## src/rtl/core/hmf_pkg.sv

```systemverilog
// types, codes and constant tables of the http message framer
// no dependencies
package hmf_pkg;

   localparam int unsigned QUEUE_DEPTH = 2;
   localparam int unsigned QUEUE_PTR_W = (QUEUE_DEPTH > 1) ? $clog2(QUEUE_DEPTH) : 1;
   localparam int unsigned QUEUE_CNT_W = $clog2(QUEUE_DEPTH + 1);

   localparam logic [3:0] KEY_LEN = 4'd15;
   localparam logic [7:0] CHAR_CR = 8'd13;
   localparam logic [7:0] CHAR_LF = 8'd10;
   localparam logic [7:0] CHAR_SPACE = 8'd32;
   localparam logic [7:0] CHAR_ZERO = 8'd48;
   localparam logic [7:0] CHAR_KEY_START = 8'h63;

   typedef struct packed {
      logic [7:0] data;
      logic [7:0] lower;
      logic       is_digit;
      logic [3:0] digit;
      logic       is_space;
      logic       is_cr;
      logic       is_lf;
      logic       is_key_start;
   } class_type;

   typedef enum logic [1:0] {
      PH_HEADER = 2'b01,
      PH_BODY   = 2'b10
   } phase_type;

   typedef enum logic [3:0] {
      VS_NO_KEY = 4'b0001,
      VS_SKIP   = 4'b0010,
      VS_DIGITS = 4'b0100,
      VS_DONE   = 4'b1000
   } value_state_type;

   // "content-length:" in lower case
   function automatic logic [7:0] key_char(input logic [3:0] idx);
      logic [7:0] c;
      case (idx)
         4'd0:    c = 8'h63;
         4'd1:    c = 8'h6f;
         4'd2:    c = 8'h6e;
         4'd3:    c = 8'h74;
         4'd4:    c = 8'h65;
         4'd5:    c = 8'h6e;
         4'd6:    c = 8'h74;
         4'd7:    c = 8'h2d;
         4'd8:    c = 8'h6c;
         4'd9:    c = 8'h65;
         4'd10:   c = 8'h6e;
         4'd11:   c = 8'h67;
         4'd12:   c = 8'h74;
         4'd13:   c = 8'h68;
         4'd14:   c = 8'h3a;
         default: c = 8'h00;
      endcase
      return c;
   endfunction

endpackage

```

## src/rtl/core/http_message_framer.sv

```systemverilog
// top level of the http message framer
// depends on hmf_pkg, hmf_front, hmf_queue, hmf_back
//
// Frames an HTTP byte stream by Content-Length: every byte that goes in comes
// out once, tagged header or body, with message_end on the last byte of each
// message and the parsed length (and its overflow flag) on the header
// terminator byte and every body byte. The block sustains one byte per clock
// while the result side is not stalling; a byte goes from its req transfer
// into a queue entry, then the output register that drives rsp. The framing
// engine sets the rate: it updates all parse state for one byte per cycle
// with a single shift-add of the LEN_WIDTH-bit length accumulator. A two-entry
// queue between classifier and engine plus the output register let req flow
// while a result waits, until the queue fills. No clearing pass follows reset.
module http_message_framer #(
   parameter int unsigned LEN_WIDTH = 32
) (
   input  logic        clock,
   input  logic        reset,
   input  logic        req_valid,
   output logic        req_ready,
   input  logic [7:0]  req_data_byte,
   output logic        rsp_valid,
   input  logic        rsp_ready,
   output logic [7:0]  rsp_out_byte,
   output logic        rsp_in_body,
   output logic        rsp_message_end,
   output logic [31:0] rsp_body_length,
   output logic        rsp_length_overflow
);
   import hmf_pkg::*;

   logic      push_valid, push_ready;
   class_type push_item;
   logic      pop_valid, pop_ready;
   class_type pop_item;

   hmf_front u_front (
      .req_valid     (req_valid),
      .req_ready     (req_ready),
      .req_data_byte (req_data_byte),
      .push_valid    (push_valid),
      .push_ready    (push_ready),
      .push_item     (push_item)
   );

   hmf_queue u_queue (
      .clock      (clock),
      .reset      (reset),
      .push_valid (push_valid),
      .push_ready (push_ready),
      .push_item  (push_item),
      .pop_valid  (pop_valid),
      .pop_ready  (pop_ready),
      .pop_item   (pop_item)
   );

   hmf_back #(
      .LEN_WIDTH (LEN_WIDTH)
   ) u_back (
      .clock               (clock),
      .reset               (reset),
      .pop_valid           (pop_valid),
      .pop_ready           (pop_ready),
      .pop_item            (pop_item),
      .rsp_valid           (rsp_valid),
      .rsp_ready           (rsp_ready),
      .rsp_out_byte        (rsp_out_byte),
      .rsp_in_body         (rsp_in_body),
      .rsp_message_end     (rsp_message_end),
      .rsp_body_length     (rsp_body_length),
      .rsp_length_overflow (rsp_length_overflow)
   );

endmodule

```

## src/rtl/core/hmf_front.sv

```systemverilog
// front end: takes stream bytes and classifies each one
// depends on hmf_pkg
module hmf_front (
   input  logic                 req_valid,
   output logic                 req_ready,
   input  logic [7:0]           req_data_byte,
   output logic                 push_valid,
   input  logic                 push_ready,
   output hmf_pkg::class_type   push_item
);
   import hmf_pkg::*;

   logic [7:0] b;

   assign b = req_data_byte;
   assign req_ready = push_ready;
   assign push_valid = req_valid;

   always_comb begin
      push_item.data = b;
      push_item.lower = (b inside {[8'd65:8'd90]}) ? b + 8'd32 : b;
      push_item.is_digit = b inside {[8'd48:8'd57]};
      push_item.digit = 4'(b - CHAR_ZERO);
      push_item.is_space = (b == CHAR_SPACE) || (b inside {[8'd9:8'd13]});
      push_item.is_cr = (b == CHAR_CR);
      push_item.is_lf = (b == CHAR_LF);
      push_item.is_key_start = (push_item.lower == CHAR_KEY_START);
   end

endmodule

```

## src/rtl/core/hmf_queue.sv

```systemverilog
// short queue between the classifier and the framing engine
// depends on hmf_pkg
module hmf_queue (
   input  logic                 clock,
   input  logic                 reset,
   input  logic                 push_valid,
   output logic                 push_ready,
   input  hmf_pkg::class_type   push_item,
   output logic                 pop_valid,
   input  logic                 pop_ready,
   output hmf_pkg::class_type   pop_item
);
   import hmf_pkg::*;

   class_type              entry_ff [QUEUE_DEPTH];
   logic [QUEUE_PTR_W-1:0] wr_ptr_ff, wr_ptr_in;
   logic [QUEUE_PTR_W-1:0] rd_ptr_ff, rd_ptr_in;
   logic [QUEUE_CNT_W-1:0] count_ff, count_in;
   logic                   do_push, do_pop;

   assign push_ready = (count_ff != QUEUE_CNT_W'(QUEUE_DEPTH));
   assign pop_valid = (count_ff != '0);
   assign pop_item = entry_ff[rd_ptr_ff];
   assign do_push = push_valid && push_ready;
   assign do_pop = pop_valid && pop_ready;

   function automatic logic [QUEUE_PTR_W-1:0] ptr_next(input logic [QUEUE_PTR_W-1:0] p);
      return (p == QUEUE_PTR_W'(QUEUE_DEPTH - 1)) ? '0 : p + 1'b1;
   endfunction

   always_comb begin
      wr_ptr_in = do_push ? ptr_next(wr_ptr_ff) : wr_ptr_ff;
      rd_ptr_in = do_pop ? ptr_next(rd_ptr_ff) : rd_ptr_ff;
      count_in = count_ff;
      if (do_push && !do_pop) begin
         count_in = count_ff + 1'b1;
      end else if (do_pop && !do_push) begin
         count_in = count_ff - 1'b1;
      end
   end

   always_ff @(posedge clock) begin
      if (reset) begin
         wr_ptr_ff <= '0;
         rd_ptr_ff <= '0;
         count_ff <= '0;
      end else begin
         wr_ptr_ff <= wr_ptr_in;
         rd_ptr_ff <= rd_ptr_in;
         count_ff <= count_in;
      end
   end

   always_ff @(posedge clock) begin
      if (do_push) begin
         entry_ff[wr_ptr_ff] <= push_item;
      end
   end

endmodule

```

## src/rtl/core/hmf_back.sv

```systemverilog
// framing engine: header/body tracking, key match, length parse, output register
// depends on hmf_pkg
module hmf_back #(
   parameter int unsigned LEN_WIDTH = 32
) (
   input  logic                 clock,
   input  logic                 reset,
   input  logic                 pop_valid,
   output logic                 pop_ready,
   input  hmf_pkg::class_type   pop_item,
   output logic                 rsp_valid,
   input  logic                 rsp_ready,
   output logic [7:0]           rsp_out_byte,
   output logic                 rsp_in_body,
   output logic                 rsp_message_end,
   output logic [31:0]          rsp_body_length,
   output logic                 rsp_length_overflow
);
   import hmf_pkg::*;

   localparam int unsigned PROD_W = LEN_WIDTH + 4;

   phase_type             phase_ff, phase_in;
   logic [1:0]            term_ff, term_in;
   logic [3:0]            key_idx_ff, key_idx_in;
   value_state_type       vstate_ff, vstate_in;
   logic [LEN_WIDTH-1:0]  accum_ff, accum_in;
   logic                  ovf_ff, ovf_in;
   logic [LEN_WIDTH-1:0]  remain_ff, remain_in;

   logic                  rsp_valid_ff, rsp_valid_in;
   logic [7:0]            out_byte_ff;
   logic                  in_body_ff, in_body_in;
   logic                  msg_end_ff, msg_end_in;
   logic [31:0]           length_ff, length_in;
   logic                  len_ovf_ff, len_ovf_in;

   logic                  pop;
   logic [PROD_W-1:0]     prod;
   logic [4:0]            key_next;
   logic [2:0]            term_next;
   logic                  term_hit;

   assign pop = pop_valid && (!rsp_valid_ff || rsp_ready);
   assign pop_ready = pop;

   assign prod = PROD_W'({accum_ff, 3'b000}) + PROD_W'({accum_ff, 1'b0})
                 + PROD_W'(pop_item.digit);

   assign term_hit = term_ff[0] ? pop_item.is_lf : pop_item.is_cr;

   always_comb begin
      phase_in = phase_ff;
      term_in = term_ff;
      key_idx_in = key_idx_ff;
      vstate_in = vstate_ff;
      accum_in = accum_ff;
      ovf_in = ovf_ff;
      remain_in = remain_ff;
      rsp_valid_in = rsp_valid_ff && !rsp_ready;
      in_body_in = 1'b0;
      msg_end_in = 1'b0;
      length_in = '0;
      len_ovf_in = 1'b0;
      key_next = '0;
      term_next = '0;

      if (pop) begin
         rsp_valid_in = 1'b1;
         if (phase_ff == PH_BODY) begin
            in_body_in = 1'b1;
            length_in = 32'(accum_ff);
            len_ovf_in = ovf_ff;
            if (remain_ff == LEN_WIDTH'(1)) begin
               msg_end_in = 1'b1;
               phase_in = PH_HEADER;
               term_in = '0;
               key_idx_in = '0;
               vstate_in = VS_NO_KEY;
               accum_in = '0;
               ovf_in = 1'b0;
               remain_in = '0;
            end else begin
               remain_in = remain_ff - LEN_WIDTH'(1);
            end
         end else begin
            case (vstate_ff)
               VS_SKIP: begin
                  if (pop_item.is_lf && term_ff[0]) begin
                     vstate_in = VS_DONE;
                  end else if (pop_item.is_space) begin
                     vstate_in = VS_SKIP;
                  end else if (pop_item.is_digit) begin
                     accum_in = LEN_WIDTH'(pop_item.digit);
                     vstate_in = VS_DIGITS;
                  end else begin
                     accum_in = '0;
                     vstate_in = VS_DONE;
                  end
               end
               VS_DIGITS: begin
                  if (!pop_item.is_digit) begin
                     vstate_in = VS_DONE;
                  end else if (prod[PROD_W-1:LEN_WIDTH] != '0) begin
                     accum_in = '0;
                     ovf_in = 1'b1;
                     vstate_in = VS_DONE;
                  end else begin
                     accum_in = prod[LEN_WIDTH-1:0];
                  end
               end
               VS_NO_KEY: begin
                  if (pop_item.lower == key_char(key_idx_ff)) begin
                     key_next = {1'b0, key_idx_ff} + 5'd1;
                  end else begin
                     key_next = pop_item.is_key_start ? 5'd1 : 5'd0;
                  end
                  if (key_next == {1'b0, KEY_LEN}) begin
                     key_idx_in = '0;
                     vstate_in = VS_SKIP;
                     accum_in = '0;
                  end else begin
                     key_idx_in = key_next[3:0];
                  end
               end
               default: begin
                  vstate_in = vstate_ff;
               end
            endcase

            if (term_hit) begin
               term_next = {1'b0, term_ff} + 3'd1;
            end else begin
               term_next = pop_item.is_cr ? 3'd1 : 3'd0;
            end

            if (term_next == 3'd4) begin
               length_in = 32'(accum_in);
               len_ovf_in = ovf_in;
               term_in = '0;
               key_idx_in = '0;
               if (accum_in == '0) begin
                  msg_end_in = 1'b1;
                  phase_in = PH_HEADER;
                  vstate_in = VS_NO_KEY;
                  ovf_in = 1'b0;
                  remain_in = '0;
               end else begin
                  phase_in = PH_BODY;
                  remain_in = accum_in;
                  vstate_in = VS_DONE;
               end
            end else begin
               term_in = term_next[1:0];
            end
         end
      end
   end

   always_ff @(posedge clock) begin
      if (reset) begin
         phase_ff <= PH_HEADER;
         term_ff <= '0;
         key_idx_ff <= '0;
         vstate_ff <= VS_NO_KEY;
         accum_ff <= '0;
         ovf_ff <= 1'b0;
         remain_ff <= '0;
         rsp_valid_ff <= 1'b0;
      end else begin
         phase_ff <= phase_in;
         term_ff <= term_in;
         key_idx_ff <= key_idx_in;
         vstate_ff <= vstate_in;
         accum_ff <= accum_in;
         ovf_ff <= ovf_in;
         remain_ff <= remain_in;
         rsp_valid_ff <= rsp_valid_in;
      end
   end

   always_ff @(posedge clock) begin
      if (pop) begin
         out_byte_ff <= pop_item.data;
         in_body_ff <= in_body_in;
         msg_end_ff <= msg_end_in;
         length_ff <= length_in;
         len_ovf_ff <= len_ovf_in;
      end
   end

   assign rsp_valid = rsp_valid_ff;
   assign rsp_out_byte = out_byte_ff;
   assign rsp_in_body = in_body_ff;
   assign rsp_message_end = msg_end_ff;
   assign rsp_body_length = length_ff;
   assign rsp_length_overflow = len_ovf_ff;

endmodule

```

## config.mk

```make
export PLATFORM = sky130hd
export DESIGN_NAME = http_message_framer
export DESIGN_NICKNAME = d
export VERILOG_FILES = /design/src/rtl/core/hmf_pkg.sv /design/src/rtl/core/http_message_framer.sv /design/src/rtl/core/hmf_front.sv /design/src/rtl/core/hmf_queue.sv /design/src/rtl/core/hmf_back.sv
export SDC_FILE = /design/constraint.sdc
export NUM_CORES = 1
export LEC_CHECK = 0
export BUFFER_PORTS_ARGS = -buffer_cell sky130_fd_sc_hd__buf_2
export CORE_MARGIN = 3
export CORE_UTILIZATION = 37
export CTS_CLUSTER_DIAMETER = 120
export DETAILED_ROUTE_END_ITERATION = 10
export MAX_ROUTING_LAYER = met4
export PLACE_DENSITY_LB_ADDON = 0.1
export SKIP_LAST_GASP = 1
export SLEW_MARGIN = 20
export SYNTH_ARGS = -nofsm -noshare
export SYNTH_HDL_FRONTEND = slang
export SYNTH_SLANG_ARGS = --single-unit
```

## constraint.sdc

```tcl
create_clock -name clock -period 5.75 [get_ports clock]
set_input_delay 0.2875 -clock clock [delete_from_list [all_inputs] [get_ports clock]]
set_output_delay 0.2875 -clock clock [all_outputs]
set_load 0.01 [all_outputs]
```

==> run_results.csv, run 1 <==
group,metric,value,unit
critical_path,cp.required,6.03,ns
yosys,synth-seq-area-share,37.8,%
drt,drc,0,
yosys,dominantRegCellSynth,"dfxtp_1",
grt,top_usage_layer,"met2",
yosys,synth_seq_cells,165,
clocking,clkSlewWorstSetupHoldPaths,0.08,ns
sta,rsz0062_at_grt,"false",
sta,setup-violations-final,0,
critical_path,rr_worst_depth,16,
min_path,hold_path.startpoint,"req_data_byte[4]",
yosys,syn_area,10700,µm²
drt,first_pass_iters,5,
clocking,cts-root-buf,"clkbuf_16",
critical_path,path_common_cell,"nand4_1",
power_and_ir_drop,power.leakage,4.76,nW
place,place_area,11400,µm²
drt,via_count,9565,
min_path,hold_path_class,"primary input to register",
grt,grt_util_met3,3.74,%
yosys,synth_nets,1315,
floorplanning,start_util,38.0,%
sta,finalMaxSlewViolations,0,
grt,antenna_found_initial,0,
clocking,ctsHtreeMaxLevel,4,
floorplanning,die_w,176,µm
sta,finalHoldViolations,0,
floorplanning,design.core.area,28200,µm²
yosys,yosys_warnings,0,
layout,final_area,12000,µm²
grt,grtUsageMet2,38.4,%
grt,grt_overflow_total,0,
clocking,cts_setup_buffers,0,
layout,final_util,42.7,%
sta,fin_worst_skew,0.0239,ns
floorplanning,ios,57,
clocking,cts_resized,0,
drt,viasPerCell,5.79,
yosys,synth_area_leaders,"edfxtp_1 (21%), dfxtp_1 (17%), ha_1 (8.8%)",
yosys,syn_inst,1226,
layout,antenna_cells,0,
power_and_ir_drop,ir_drop,0.214,mV
grt,use_met1,27.7,%
critical_path,path_cells,"mux2i_1 -> fa_1 -> inv_1 -> ha_1 -> a21o_1 -> and4_1 -> or3_1 -> a2111oi_0 -> nand4_1 -> a2111o_1 -> nand4bb_1 -> o41ai_1 -> buf_4 -> nand4_1 -> a21oi_1 -> nor3_1",
clocking,cts_tree,"yes",
outcome,run_status,"finished clean",
yosys,synth_cell_types,81,
yosys,synth_edf_count,75,
critical_path,endpoint_kind,"register",
clocking,cts_buffers,17,
drt,drt-initial-drc-count,767,
layout,syn2layout_area_growth,12.3,%
clocking,clock_latency,0.44,ns
critical_path,crit_arrival,5.58,ns
grt,grt_pass1_vias,9219,
floorplanning,rows,61,
drt,wl_per_cell,20.6,µm
grt,grt_use_total,22.7,%
layout,n_fill_cell,2891,
floorplanning,dieArea,31000,µm²
grt,grt_max_degree,79,
critical_path,crit_fanout,7,
layout,final_nets,1350,
place,gp_congestion,0.888,
place,io_buffers,56,
drt,drtAntennaViolNets,0,
critical_path,critPathLaunchType,"register",
yosys,synthArstFlopShare,0,%
clocking,ctsHoldBuffers,0,
critical_path,r2r_end,"u_back.phase_ff[1]$_SDFFE_PP0P_",
power_and_ir_drop,powerDensity,294,nW/µm²
sta,fin_crit,5.30,ns
min_path,hold_path_end,"u_queue.entry_ff[0][21]$_DFFE_PP_",
yosys,synth_top_area_share,21.0,%
floorplanning,die_h,176,µm
critical_path,max_stage_delay,0.53,ns
sta,slew_headroom,38.3,%
clocking,cts.sinks,165,
critical_path,rrSetupSlack,0.45,ns
sta,period_share,92.2,%
yosys,synth_largest_area_cell,"edfxtp_1",
min_path,whs_path_depth,1,
critical_path,worstSetupPathType,"register to register",
sta,worst_pin_slew,0.926,ns
critical_path,crit_path_top_delay_cell,"dfxtp_1",
sta,tns,0,ns
layout,drive_above_1_share,12.0,%
drt,routed_wl,34100,µm
flow_run,drv_cap,0,
clocking,clock_path_buffers,2,
sta,clock.fmax,189,MHz
yosys,syn_area_per_cell,8.74,µm²
grt,grt_pass1_wl,53500,µm
place,dpl.hpwl,25100,µm
-- sequential cells by signal, indices dropped and copies added, names as in the netlist, named ones only --
register / cells
u_back.remain_ff: 32
u_back.rsp_out_byte: 8
u_back.accum_ff: 32
u_back.rsp_length_overflow: 1
u_back.rsp_valid: 1
u_back.rsp_message_end: 1
u_back.rsp_in_body: 1
u_back.rsp_body_length: 32
u_back.ovf_ff: 1
u_back.key_idx_ff: 4
u_queue.entry_ff: 32
u_back.term_ff: 2
u_queue.count_ff: 2
u_queue.rd_ptr_ff: 1
u_back.vstate_ff: 4
u_back.phase_ff: 2
u_queue.wr_ptr_ff: 1
-- metrics by stage --
step / power (W) / hold WS, ns / std cells / worst slack, ns
finish: 0.00354 / 0.118 / 1652 / 0.448
global route: 0.00370 / 0.113 / 1652 / 0.0648
CTS: 0.00358 / 0.105 / 1652 / 0.264
detailed placement: 0.00235 / 0.446 / 1620 / 0.315
global placement: 0.00235 / 0.443 / 1620 / 0.471
floorplan: 0.00201 / 0.386 / 1226 / 1.16
-- final cells by class --
class,instances,area [µm²],share of cell area [%]
sequential,165,4050,33.7
tap,378,473,3.93
multi-input combinational,962,6300,52.4
timing repair buffer,79,453,3.76
inverter,36,135,1.12
clock inverter,14,190,1.58
clock buffer,18,429,3.57
-- worst max-delay path, delay by kind of cell, from the launching register on --
kind	cells	cell delay, ns
buffers and inverters	2	0.29
and+or+nand+nor	6	1.27
AOI/OAI and AO/OA	5	1.89
DFF	1	0.53
muxes	1	0.43
adders and majority gates	2	0.73
-- layout by cell type (no fill, tap or decap), drive strengths merged, types with 6 or more instances in the layout --
cell / netlist / routed
nand3: 25 / 25
nor4b: 8 / 8
or3: 11 / 11
nor3: 33 / 33
o31ai: 7 / 7
and2: 14 / 14
and3: 13 / 13
buf: 4 / 79
xnor2: 22 / 22
nand2: 109 / 109
ha: 75 / 75
a22oi: 35 / 35
o22ai: 9 / 9
a22o: 32 / 32
nand2b: 12 / 12
a31oi: 12 / 12
nor3b: 6 / 6
a21oi: 86 / 86
edfxtp: 75 / 75
o21a: 7 / 7
or4: 8 / 8
mux2: 14 / 14
o211ai: 9 / 9
clkbuf: 59 / 18
nor2: 134 / 134
mux2i: 10 / 10
a211o: 8 / 8
xor2: 24 / 24
nor4: 19 / 19
dfxtp: 90 / 90
o21ai: 105 / 105
a21o: 10 / 10
nor2b: 8 / 8
a221oi: 8 / 8
inv: 35 / 42
nand4: 13 / 13
or2: 8 / 8
-- cells by family (layout without fill, tap and decap cells) --
| family | after synthesis | in the layout | share of synthesized area [%] |
|---|---|---|---|
| AO/OA/AOI/OAI | 379 | 379 | 23.2 |
| XOR/XNOR | 46 | 46 | 3.76 |
| adder cells (fa/ha/maj) | 77 | 77 | 9.13 |
| buffers and inverters | 99 | 147 | 3.49 |
| flip-flops | 165 | 165 | 37.8 |
| multiplexers | 24 | 24 | 2.41 |
| AND/OR/NAND/NOR | 436 | 436 | 20.2 |
-- per-layer routing --
metal | part of all wire [%] | vias to the layer above
met5 | 0 | -
met4 | 2.9 | 0
met3 | 4.6 | 51
met2 | 49 | 256
met1 | 43 | 4600
li1 | - | 4658
-- where the power goes --
| group | leakage (nW) | total [W] | switching, W | internal, W |
|---|---|---|---|---|
| clock network | 0.305 | 0.00123 | 0.000530 | 0.000699 |
| registers | 1.45 | 0.00153 | 0.0000777 | 0.00145 |
| logic | 3.01 | 0.000778 | 0.000547 | 0.000231 |
-- cells in the mapped netlist, types with 24 or more instances --
master and count:
nor2_1 131, nand2_1 108, o21ai_0 103, dfxtp_1 90
a21oi_1 84, edfxtp_1 75, ha_1 75, clkbuf_1 59
a22oi_1 35, inv_1 34, nor3_1 33, a22o_1 32
nand3_1 25, xor2_1 24
-- worst max path at each step --
stage                   from                         endpoint  cells past startpoint
floorplan           register  u_back.phase_ff[0]$_SDFFE_PP1P_                     16
global placement    register       u_back.ovf_ff$_SDFFE_PP0P_                     16
detailed placement  register  u_back.phase_ff[1]$_SDFFE_PP0P_                     16
CTS                 register       u_back.ovf_ff$_SDFFE_PP0P_                     16
global route        register  u_back.phase_ff[1]$_SDFFE_PP0P_                     16
finish              register  u_back.phase_ff[1]$_SDFFE_PP0P_                     16
Power figures use the tool's default switching activity.
==> inputs of run 2 (changes only) <==
Settings changed: CORE_UTILIZATION 37 to 50.
==> run_results.csv, run 2 (synthesis gave the netlist of run 1 again) <==
group,metric,value,unit
outcome,run_status,"finished clean",
critical_path,critPathLaunchType,"register",
clocking,ctsHtreeMaxLevel,4,
clocking,cts.sinks,165,
power_and_ir_drop,power,0.00343,W
critical_path,crit_arrival,5.68,ns
layout,final_common_cell,"nor2_1",
sta,rsz0062_at_grt,"false",
clocking,clkSlewWorstSetupHoldPaths,0.07,ns
drt,via_count,9804,
clocking,clock_path_buffers,2,
layout,syn2layout_area_growth,10.5,%
grt,grt_pass1_vias,9153,
drt,routed_wl,31500,µm
drt,viasPerCell,6.36,
floorplanning,rows,52,
grt,grt_pass1_wl,49700,µm
critical_path,endpoint_kind,"register",
clocking,clock_latency,0.43,ns
floorplanning,ios,57,
power_and_ir_drop,ir_drop,0.268,mV
sta,final.setup.worst_slack,0.386,ns
drt,wl_met2,15000,µm
sta,clock.fmax,186,MHz
floorplanning,die_w,152,µm
drt,drtAntennaViolNets,0,
floorplanning,start_util,52.0,%
flow_run,drv_cap,0,
critical_path,cp.required,6.07,ns
layout,final_util,57.4,%
sta,slew_headroom,29.2,%
drt,drt-initial-drc-count,825,
sta,fin_crit,5.36,ns
layout,final_nets,1347,
sta,finalHoldViolations,0,
drt,wl_met1,13200,µm
grt,antenna_found_initial,1,
power_and_ir_drop,power.leakage,4.72,nW
place,dpl.hpwl,22900,µm
min_path,hold_path_class,"primary input to register",
floorplanning,die_h,152,µm
clocking,cts_tree,"yes",
clocking,cts-root-buf,"clkbuf_16",
sta,fin_worst_skew,0.0144,ns
place,place_ws,0.411,ns
layout,final_cell_mix,"nor2_1 (129), nand2_1 (108), o21ai_0 (103)",
drt,top_layer_used,"met4",
grt,grt_max_degree,79,
sta,tns,0,ns
drt,drc,0,
clocking,ctsHoldBuffers,0,
sta,finalMaxSlewViolations,0,
drt,wl_per_cell,20.4,µm
sta,period_share,93.3,%
drt,met3_length,2000,µm
critical_path,rrSetupSlack,0.39,ns
sta,setup-violations-final,0,
place,gp_congestion,0.956,
grt,grt_use_total,27.2,%
critical_path,worstSetupPathType,"register to register",
sta,worst_pin_slew,1.06,ns
grt,grt_overflow_total,0,
layout,drive_above_1_share,11.7,%
critical_path,crit_fanout,10,
drt,first_pass_iters,6,
place,io_buffers,56,
floorplanning,dieArea,23200,µm²
power_and_ir_drop,powerDensity,290,nW/µm²
clocking,cts_buffers,17,
floorplanning,design.core.area,20600,µm²
## run 2: final cells by class
type | count | area [µm²]
fillers | 1883 | 8790
multi-input cells | 962 | 6300
flip-flops and latches | 165 | 4050
repair buffers | 76 | 430
clock buffers | 18 | 429
well taps | 270 | 338
clock inverters | 14 | 145
inverters | 36 | 135
diodes | 1 | 2.50
## run 2: worst max-delay path, cell delays in order (launching register included)
cell and delay, ns:
dfxtp_1 0.60, mux2i_1 0.43, fa_1 0.50, inv_1 0.08
ha_1 0.23, a21o_1 0.21, and4_1 0.26, o21ai_0 0.51
a21oi_1 0.16, or4_1 0.53, a21o_1 0.24, or3_1 0.46
o31a_1 0.42, nand4_1 0.19, a21oi_1 0.15, a211o_1 0.30
## run 2: metrics by stage
step	cells	hold WS [ns]	instance area [µm²]
after global routing	1542	0.117	11800
after global placement	1509	0.438	11300
after CTS	1541	0.103	11800
final	1542	0.118	11800
after detailed placement	1509	0.446	11300
after floorplan	1226	0.386	10700
## run 2: repair_timing
| action | in CTS | in global routing |
|---|---|---|
| buffers inserted | 0 | 0 |
| endpoints found under the setup margin | 0 | 2 |
| resized for setup | 0 | 1 |
## run 2: final timing paths
check                             startpoint                           endpoint  depth (start not counted)
min reg2reg  u_back.phase_ff[0]$_SDFFE_PP1P_    u_back.phase_ff[0]$_SDFFE_PP1P_                          1
min                         req_data_byte[4]  u_queue.entry_ff[1][21]$_DFFE_PP_                          1
max reg2reg                         register   u_back.vstate_ff[0]$_SDFFE_PP1P_                         15
max                                 register   u_back.vstate_ff[0]$_SDFFE_PP1P_                         15
## run 2: where the power goes
| group | switching, W | leakage [nW] | total, W | internal [W] |
|---|---|---|---|---|
| Sequential | 0.0000768 | 1.45 | 0.00153 | 0.00145 |
| Combinational | 0.000537 | 2.99 | 0.000766 | 0.000229 |
| Clock | 0.000522 | 0.281 | 0.00113 | 0.000612 |
## run 2: layer usage
metal	vias to the layer above	global-route usage, %
li1	4657	-
met1	4637	33.8
met2	427	44.2
met3	83	3.78
met4	0	12.2
met5	-	-
